## src/sv/brb_pkg.sv

```systemverilog
// Shared types, codes and sizes for the circular byte FIFO.
// Used by brb_ctrl, brb_datapath and byte_ring_buffer; depends on nothing.
`timescale 1ns / 1ps

package brb_pkg;

  // Field widths of the transaction ports.
  localparam int BRB_ACT_W  = 3;
  localparam int BRB_CNT_W  = 4;
  localparam int BRB_DATA_W = 64;
  localparam int BRB_STS_W  = 2;
  localparam int BRB_CAP_W  = 11;
  localparam int BRB_FILL_W = 11;

  // Byte lanes in one burst and the width of a lane index.
  localparam int BRB_LANES = 8;
  localparam int BRB_IDX_W = $clog2(BRB_LANES);

  // Default storage depth and the capacity after reset.
  localparam int BRB_DEPTH     = 1024;
  localparam int BRB_CAP_RESET = 1024;

  // Action codes.
  localparam logic [BRB_ACT_W-1:0] ACT_WRITE = 3'd0;
  localparam logic [BRB_ACT_W-1:0] ACT_READ  = 3'd1;
  localparam logic [BRB_ACT_W-1:0] ACT_PEEK  = 3'd2;
  localparam logic [BRB_ACT_W-1:0] ACT_SKIP  = 3'd3;
  localparam logic [BRB_ACT_W-1:0] ACT_CLEAR = 3'd4;

  // Result status codes.
  localparam logic [BRB_STS_W-1:0] STS_OK    = 2'd0;
  localparam logic [BRB_STS_W-1:0] STS_EMPTY = 2'd1;
  localparam logic [BRB_STS_W-1:0] STS_FULL  = 2'd2;

  // Commands from the controller to the datapath.
  typedef struct packed {
    logic cfg_we;  // write the capacity register and empty the buffer
    logic load;    // capture an accepted input transaction
    logic check;   // evaluate the request and set up the byte walk
    logic step;    // move one byte
    logic finish;  // commit the pointers and load the result register
  } brb_cmd_t;

  // Status from the datapath to the controller.
  typedef struct packed {
    logic xfer;  // the request is granted and moves at least one byte
    logic last;  // the current step moves the final byte
    logic rd;    // the request reads memory, so the drain state follows
  } brb_sts_t;

endpackage

```

## src/sv/brb_ctrl.sv

```systemverilog
// Sequencing state machine of the circular byte FIFO.
// Drives the handshakes and the brb_datapath commands; uses brb_pkg.
`timescale 1ns / 1ps

module brb_ctrl (
  input  logic            clk,
  input  logic            rst_n,
  input  logic            in_valid,
  output logic            in_stall,
  output logic            out_valid,
  input  logic            out_stall,
  input  logic            cfg_valid,
  output logic            cfg_ready,
  input  brb_pkg::brb_sts_t sts,
  output brb_pkg::brb_cmd_t cmd
);

  localparam logic [2:0] S_IDLE   = 3'd0;
  localparam logic [2:0] S_CHECK  = 3'd1;
  localparam logic [2:0] S_XFER   = 3'd2;
  localparam logic [2:0] S_DRAIN  = 3'd3;
  localparam logic [2:0] S_FINISH = 3'd4;

  logic [2:0] state_r;
  logic [2:0] state_nxt;
  logic       out_valid_r;
  logic       out_valid_nxt;

  // Handshakes: one transaction at a time, configuration only when idle.
  assign in_stall  = (state_r != S_IDLE);
  assign cfg_ready = (state_r == S_IDLE);
  assign out_valid = out_valid_r;

  // Next state and command decode.
  always_comb begin
    cmd        = '0;
    state_nxt  = state_r;
    cmd.cfg_we = cfg_valid && (state_r == S_IDLE);
    unique case (state_r)
      S_IDLE: begin
        if (in_valid) begin
          cmd.load  = 1'b1;
          state_nxt = S_CHECK;
        end
      end
      S_CHECK: begin
        cmd.check = 1'b1;
        state_nxt = sts.xfer ? S_XFER : S_FINISH;
      end
      S_XFER: begin
        cmd.step = 1'b1;
        if (sts.last) begin
          state_nxt = sts.rd ? S_DRAIN : S_FINISH;
        end
      end
      S_DRAIN: begin
        state_nxt = S_FINISH;
      end
      S_FINISH: begin
        if (!out_valid_r || !out_stall) begin
          cmd.finish = 1'b1;
          state_nxt  = S_IDLE;
        end
      end
      default: begin
        state_nxt = S_IDLE;
      end
    endcase
  end

  // The result register is full from a finish until its transaction is taken.
  always_comb begin
    out_valid_nxt = out_valid_r;
    if (cmd.finish) begin
      out_valid_nxt = 1'b1;
    end else if (!out_stall) begin
      out_valid_nxt = 1'b0;
    end
  end

  always_ff @(posedge clk) begin
    if (!rst_n) begin
      state_r     <= S_IDLE;
      out_valid_r <= 1'b0;
    end else begin
      state_r     <= state_nxt;
      out_valid_r <= out_valid_nxt;
    end
  end

`ifndef NO_ASSERTIONS
  // An accepted input transaction is evaluated in the following cycle.
  a_accept_check: assert property (@(posedge clk) disable iff (!rst_n)
    (in_valid && !in_stall) |=> (state_r == S_CHECK))
    else $error("accepted transaction was not evaluated");

  // A finish never overwrites a result that is still waiting.
  a_finish_free: assert property (@(posedge clk) disable iff (!rst_n)
    cmd.finish |-> (!out_valid_r || !out_stall))
    else $error("result register overwritten");

  // A stalled result stays valid.
  a_out_hold: assert property (@(posedge clk) disable iff (!rst_n)
    (out_valid_r && out_stall) |=> out_valid_r)
    else $error("stalled result dropped");
`endif

endmodule

```

## config.mk

```make
export PLATFORM = sky130hd
export DESIGN_NAME = brb_ctrl
export DESIGN_NICKNAME = d
export VERILOG_FILES = /design/src/sv/brb_pkg.sv /design/src/sv/brb_ctrl.sv
export SDC_FILE = /design/constraint.sdc
export NUM_CORES = 1
export LEC_CHECK = 0
export BUFFER_PORTS_ARGS = -buffer_cell sky130_fd_sc_hd__buf_2
export CORE_AREA = 2 2 39 41
export CTS_BUF_LIST = sky130_fd_sc_hd__clkbuf_8
export CTS_CLUSTER_SIZE = 40
export DETAILED_ROUTE_END_ITERATION = 10
export DIE_AREA = 0 0 41 43
export PLACE_DENSITY_LB_ADDON = 0.25
export SETUP_SLACK_MARGIN = 0.05
export SYNTH_ARGS = -nofsm -noshare
export SYNTH_HDL_FRONTEND = slang
export SYNTH_SLANG_ARGS = --single-unit
```

## constraint.sdc

```tcl
create_clock -name clk -period 1.2 [get_ports clk]
set_input_delay 0.06 -clock clk [delete_from_list [all_inputs] [get_ports clk]]
set_output_delay 0.06 -clock clk [all_outputs]
set_load 0.005 [all_outputs]
```

-- After elaboration in Yosys (flattened, before gate mapping)
Cells that the tools add are included.
- add/sub/neg operators: 0
- multipliers: 0
- div/mod/pow operators: 0
- magnitude comparators: 0
- equal/unequal tests: 8
- shift-type cells: 0
- multiplexer cells: 14
- bitwise gates (word level): 0
- reduce and logical (&&, ||, !) cells: 7
- operator list (operator ; count):
    $mux W3 ; 5
    $pmux W3 S5 ; 1
    $mux W1 ; 8
    $eq A3 B2 Y1 const B ; 2
    $ne A2 B2 Y1 const B ; 3
    $eq A3 B1 Y1 const B ; 1
    $eq A3 B3 Y1 const B ; 1
    $logic_not A3 Y1 ; 1
    $reduce_and A3 Y1 ; 1
    $reduce_bool A3 Y1 ; 1
    $logic_not A1 Y1 ; 2
    $ne A2 B1 Y1 const B ; 1
    $logic_and A1 B1 Y1 ; 1
    $logic_or A1 B1 Y1 ; 1
- bits in registers: 4
- latch bits: 0
- RAM bits: 0
- bits in read-only memories: 0
- input port bits: 8
- output and inout port bits: 8
- word-level logic and storage cells: 31
- memories: 0

-- Depth between registers and ports, before layout
Gate-level depths: netlist of the first run.
- depth in word-level cells: 5
- gate-level depth with buffers: 5
- depth with buffers taken out: 4

-- Least setup slack after synthesis of the first run
No wires, ideal clock.
- path kind: register to register
- from: reg state_r[1]
- to: reg state_r[2]
- library setup time: 0.115 ns
- data arrival time: 1.108 ns
- required time: 1.085 ns
- setup slack: -0.023 ns
- cell stages (with the launch flop): 5
- path buffers: 0
- clock period less this slack: 1.223 ns
- cells stage by stage: dfxtp_1 and2_4 a2111oi_4 o32ai_1 and2_1
- cells in the longest elaborated chain, start to end: 3
- elaborated cells between the ends (all ways): 10
- classes of those cells: eq/ne (7); mux (1); reduce/logical (2)
- ends and longest elaborated chain (what ; RTL line ; text):
    start, declared ; brb_ctrl.sv:24 ; logic [2:0] state_r;
    start signal, assigned ; brb_ctrl.sv:86 ; state_r <= state_nxt;
    $eq A3 B3 Y1 (tied with other cells) ; brb_ctrl.sv:39 ; unique case (state_r)
    $ne A2 B2 Y1 (no line) ; - ;
    $reduce_and A3 Y1 (no line) ; - ;
Several ways; a longest one is shown, not always the timed one.
A chain may end at the register's enable or synchronous reset.

==> impl_metrics.json, run 1 <==
{
  "routed_wirelength_um": 744,
  "crit_type": "flop to output port",
  "yosysUniqueCellTypes": 21,
  "cts-root-buf": "clkbuf_8",
  "avgRoutedWirePerCell_um": 9.79,
  "crit_path_max_fanout": 7,
  "cp-start-kind": "flop",
  "die-area_um2": 1760,
  "slew_violations": 0,
  "placed_cells": 68,
  "num_antenna_cells": 0,
  "finalCritPeriodShare_pct": 97.1,
  "dpl.hpwl_um": 542,
  "postLayoutCellArea_um2": 523,
  "final_cells": 76,
  "core_area_um2": 1380,
  "max_slew_margin_pct": 78.5,
  "fin_skew_ns": 0.00146,
  "drive_gt1_share_pct": 66.7,
  "cp-end-kind": "output port",
  "finalNetCount": 70,
  "post-place-ws_ns": 0.00629,
  "ios": 16,
  "num_vias": 321,
  "viasPerCell": 4.22,
  "ys_warn_count": 0,
  "multiInputGateArea_um2": 213,
  "regArea_um2": 88.8,
  "syn_to_final_growth_pct": 78.6,
  "grt_pass1_vias": 309,
  "placed_area_um2": 400,
  "hp-class": "input port to flop",
  "syn_avg_cell_area_um2": 8.13,
  "postSynthCellCount": 36,
  "h-tree-depth": 1,
  "initial_core_util_pct": 21.2,
  "synthesis.nets": 44,
  "yosys_register_bits": 4,
  "holdBufCountCts": 0,
  "layout_setup_ws_ns": 0.0345,
  "cap_viol_max_count": 0,
  "reg2reg_to": "state_r[2]$_SDFFE_PN0P_",
  "grt_max_degree": 8,
  "fin_setup_tns_ns": 0,
  "whs_endpoint": "state_r[2]$_SDFFE_PN0P_",
  "numCtsBuffers": 3,
  "cts.clk_slew.worst_paths_ns": 0.03,
  "leakagePower_uw": 0.000239,
  "drc_errors": 0,
  "fillers": 158,
  "grt_pass1_wl_um": 1210,
  "gp_congestion": 0.710,
  "clock_latency_ns": 0.21,
  "worst-slew-pin-transition_ns": 0.323,
  "rrSetupSlack_ns": 0.04,
  "syn-cell-area_um2": 293,
  "initialDrtViolationCount": 0,
  "die_y_um": 43,
  "grt_use_total_pct": 10.3,
  "firstDrtPassIters": 1,
  "critPathArrivalTime_ns": 1.11,
  "worst_r2r_path_depth": 4,
  "ant_nets": 0,
  "clockBufferDepth": 2,
  "min_path_cells": 2,
  "gr-total-overflow": 0,
  "io_buffers": 15,
  "r2r-start": "state_r[1]$_SDFFE_PN0P_",
  "setup_viol": 0,
  "min_from": "rst_n",
  "final_hold_viol_count": 0,
  "status": "finished clean",
  "ir_drop_v": 0.000679,
  "p_per_area_nw_per_um2": 1790,
  "worstPathRequired_ns": 1.14,
  "row_count": 14,
  "die_w_um": 41,
  "cts_tree": "built",
  "grt_antenna_before_repair": 0,
  "startpoint": "state_r[0]$_SDFFE_PN0P_",
  "period_needed_ns": 1.17,
  "max_freq_mhz": 858,
  "ys_seq_area_share_pct": 27.4,
  "cts.sinks": 4,
  "rsz0062_at_grt": "true"
}
[synthesized netlist by cell type]
| library cell | n | share of area, % |
|---|---|---|
| a2111oi_4 | 1 | 9.4 |
| a21boi_0 | 1 | 2.6 |
| a21oi_1 | 3 | 5.1 |
| and2_1 | 3 | 6.4 |
| and2_4 | 1 | 3.0 |
| and2b_1 | 1 | 2.6 |
| buf_4 | 1 | 2.6 |
| buf_6 | 1 | 3.8 |
| clkbuf_2 | 1 | 1.7 |
| dfxtp_1 | 4 | 27 |
| inv_1 | 1 | 1.3 |
| inv_2 | 1 | 1.3 |
| nand2_1 | 2 | 2.6 |
| nand3b_1 | 2 | 5.1 |
| nor2_1 | 4 | 5.1 |
| nor3_1 | 3 | 5.1 |
| nor3_2 | 1 | 3.4 |
| nor3b_1 | 1 | 2.6 |
| o21ai_0 | 2 | 3.4 |
| o32ai_1 | 1 | 3.0 |
| or2b_1 | 1 | 2.6 |
[report_power, final]
group | switching (µW) | total (µW) | internal, µW
logic | 179 | 429 | 250
registers | 55.2 | 224 | 169
clock network | 67.3 | 281 | 214
total | 302 | 934 | 632
[timing repair]
item,in CTS,in global routing
buffers inserted,3,2
resized for setup,9,5
pin swaps,4,3
setup endpoints to repair,8,7
[worst max-delay path, stage by stage, from the launching register on]
cell and delay, ns:
dfxtp_4 0.36, nor2_1 0.10, nand2_1 0.10, buf_6 0.13, a21oi_2 0.08, buf_2 0.11
[cell usage in the layout (no fill, tap or decap), types with 2 or more instances in the layout]
master / n
a21oi_2: 3
and2_1: 3
buf_2: 15
buf_4: 7
buf_6: 2
clkbuf_8: 3
dfxtp_4: 2
nand2_1: 2
nand3b_1: 2
nor2_1: 4
nor3_2: 2
[worst max path at each step]
| stage | endpoint | slack (ns) | cells past startpoint |
|---|---|---|---|
| floorplan | state_r[2]$_SDFFE_PN0P_ | 0.05 | 4 |
| global placement | state_r[2]$_SDFFE_PN0P_ | 0.02 | 4 |
| detailed placement | state_r[2]$_SDFFE_PN0P_ | 0.006 | 4 |
| CTS | cmd[4] | 0.02 | 4 |
| global route | cmd[4] | -0.03 | 4 |
| finish | cmd[0] | 0.03 | 5 |
[per-stage QoR]
stage	total power [µW]	utilization, %	hold WS (ns)
floorplan	425	-	0.182
detailed placement	547	28.9	0.291
CTS	896	35.3	0.0747
global route	1010	37.8	0.117
global placement	548	28.9	0.289
finish	934	37.8	0.0953
[layer usage]
metal  wire length (µm)  up-vias  share of wire, %  GRT usage [%]
met4                  0        0                 0           6.00
li1                   -      171                 -              -
met1                330      142                44           11.3
met3                 24        0               3.2           3.14
met2                389        8                52           16.3
met5                  0        -                 0              0
[area by class of cell]
| type | instances | share of cell area (%) |
|---|---|---|
| multi-input cells | 27 | 40.7 |
| repair buffers | 24 | 28.7 |
| flip-flops and latches | 4 | 17.0 |
| clock buffers | 3 | 7.89 |
| well taps | 16 | 3.83 |
| inverters | 2 | 1.91 |
[sequential cells by signal (all words and copies together) (netlist names)]
| signal | flops |
|---|---|
| out_valid | 1 |
| state_r | 3 |
[cell families after synthesis]
group | after synthesis | synth area share (%)
compound gates | 8 | 23.5
simple gates | 19 | 38.5
buf+inv | 5 | 10.7
flops | 4 | 27.4
(Power assumes the default switching activity.)
==> run 2: changes to the inputs <==
- CTS_BUF_LIST: sky130_fd_sc_hd__clkbuf_8 -> sky130_fd_sc_hd__clkbuf_4
- CTS_CLUSTER_DIAMETER: not set -> 40
- REMOVE_ABC_BUFFERS: not set -> 1
==> run 2 against run 1 <==
Net effect: the run now ends with setup timing left; clock-buffer cell count did not move; global-route usage fell by 1.1 points; sequential power fell by 5%; highest routed layer unchanged; routed wire length fell by 6.6%; sequential share of layout area rose by 0.75 points; clock power fell by 40%; cell count fell by 1.3%; sequential cell count did not move; clock skew rose by 0.0032 ns; hold slack got worse by 0.041 ns; critical path type unchanged.
==> impl_metrics.json, run 2 (same netlist as run 1, synthesis figures left out) <==
{
  "power_frac_comb_pct": 51.7,
  "gr-total-overflow": 0,
  "rsz0062_at_grt": "true",
  "min_from": "rst_n",
  "startpoint": "state_r[1]$_SDFFE_PN0P_",
  "p_per_area_nw_per_um2": 1620,
  "fin_skew_ns": 0.00465,
  "slowest_delay_ns": 0.32,
  "syn_to_final_growth_pct": 66.2,
  "clock_latency_ns": 0.23,
  "crit_buf_inv": 3,
  "num_antenna_cells": 0,
  "initial_core_util_pct": 21.2,
  "gp_congestion": 0.687,
  "path_delay_family": "buffers and inverters",
  "grt_use_total_pct": 9.16,
  "path_cells": "buf_6 > nor2_2 > nand2_1 > buf_6 > a21oi_2 > buf_2",
  "cts.clk_slew.worst_paths_ns": 0.04,
  "crit_top_cell": "buf_6",
  "drive_gt1_share_pct": 64.4,
  "ir_drop_v": 0.000453,
  "regMostFlops": "state_r",
  "status": "finished, violations left",
  "clockBufferDepth": 2,
  "grt_max_degree": 9,
  "holdWs_ns": 0.0546,
  "crit_type": "flop to output port",
  "dpl.hpwl_um": 520,
  "min_path_cells": 2,
  "worstPathRequired_ns": 1.14,
  "internal-power_uw": 514,
  "ios": 16,
  "finalNetCount": 69,
  "firstDrtPassIters": 4,
  "cp-start-kind": "flop",
  "violations": "setup timing",
  "avgRoutedWirePerCell_um": 9.27,
  "layout_setup_ws_ns": -0.00211,
  "cts-root-buf": "clkbuf_4",
  "whs_endpoint": "state_r[2]$_SDFFE_PN0P_",
  "largest_reg_flops": 3,
  "grt_pass1_vias": 287,
  "die_y_um": 43,
  "drc_errors": 0,
  "period_needed_ns": 1.20,
  "cts.sinks": 4,
  "cp-end-kind": "output port",
  "r2r-start": "state_r[1]$_SDFFE_PN0P_",
  "layout.cells.most_common_list": "buf_2, buf_4, and2_1, nor2_1, clkbuf_4",
  "ant_nets": 0,
  "holdBufCountCts": 0,
  "switchingPower_uw": 272,
  "viasPerCell": 4.39,
  "slowest_stage": "dfxtp_2",
  "final_hold_viol_count": 0,
  "power_frac_seq_pct": 27.0,
  "core_area_um2": 1380,
  "setup_viol": 1,
  "worst-slew-pin-transition_ns": 0.318,
  "reg2reg_to": "state_r[2]$_SDFFE_PN0P_",
  "hp-class": "input port to flop",
  "grt_pass1_wl_um": 1080,
  "io_buffers": 15,
  "num_vias": 329,
  "die-area_um2": 1760,
  "row_count": 14,
  "clock_power_share_pct": 21.3,
  "slew_violations": 0,
  "cap_viol_max_count": 0,
  "max_slew_margin_pct": 78.8,
  "h-tree-depth": 1,
  "rrSetupSlack_ns": -0.002,
  "post-place-ws_ns": -0.0177,
  "total_power_uw": 786,
  "cts_tree": "built",
  "max_freq_mhz": 832,
  "fillers": 168,
  "critPathArrivalTime_ns": 1.14,
  "crit_path_max_fanout": 4,
  "finalCritPeriodShare_pct": 100,
  "mostFrequentLayoutCell": "buf_2",
  "leakagePower_uw": 0.000228,
  "grt_antenna_before_repair": 0,
  "worst_r2r_path_depth": 5,
  "initialDrtViolationCount": 4,
  "numCtsBuffers": 3,
  "routed_wirelength_um": 695,
  "switching_share_pct": 34.6,
  "die_w_um": 41
}
[run 2: repair_timing]
| action | in CTS | in global routing |
|---|---|---|
| cloned | 0 | 0 |
| setup endpoints to repair | 8 | 7 |
| setup buffers | 2 | 0 |
| gates resized for setup | 11 | 1 |
| pin swaps | 5 | 4 |
[run 2: worst register-to-register path, cell delays in order, from the launching register on]
cell	delay, ns
dfxtp_2	0.33
buf_4	0.11
inv_2	0.04
a2111oi_4	0.34
o32ai_1	0.13
and2_1	0.14
[run 2: worst max-delay path by stage]
stage                                   end  slack (ns)  depth (start not counted)
floorplan           state_r[2]$_SDFFE_PN0P_       -0.02                          4
global placement    state_r[2]$_SDFFE_PN0P_       0.005                          4
detailed placement  state_r[2]$_SDFFE_PN0P_       -0.02                          4
CTS                                  cmd[0]       -0.02                          6
global route                         cmd[0]        -0.1                          6
finish                               cmd[0]      -0.002                          6
[run 2: power by group through the flow]
stage	combinational (µW)	sequential [µW]	clock (µW)
floorplan	183	203	0
global placement	349	199	0
detailed placement	349	197	0
CTS	407	212	177
global route	457	218	189
finish	406	212	168
[run 2: through the flow]
step / instances / area, µm² / util, % / TNS [ns]
final: 75 / 487 / 35.2 / -0.00211
after global placement: 70 / 409 / 29.6 / 0
after floorplan: 33 / 269 / - / -0.0244
after global routing: 75 / 487 / 35.2 / -0.202
after detailed placement: 70 / 409 / 29.6 / -0.0177
after CTS: 75 / 483 / 34.9 / -0.0198
[run 2: layout make-up]
type / instances / area, µm² / area share [%]
Inverter: 2 / 7.51 / 1.54
Timing Repair Buffer: 23 / 143 / 29.3
Tap cell: 16 / 20.0 / 4.11
Clock buffer: 3 / 22.5 / 4.63
Multi-Input combinational cell: 27 / 208 / 42.7
Sequential cell: 4 / 86.3 / 17.7
[run 2: metal layers]
layer	up-vias	share of wire, %	global-route usage [%]
met3	0	11	3.14
met1	145	41	10.7
met5	-	0	0
li1	170	-	-
met2	14	48	13.4
met4	0	0	6.00
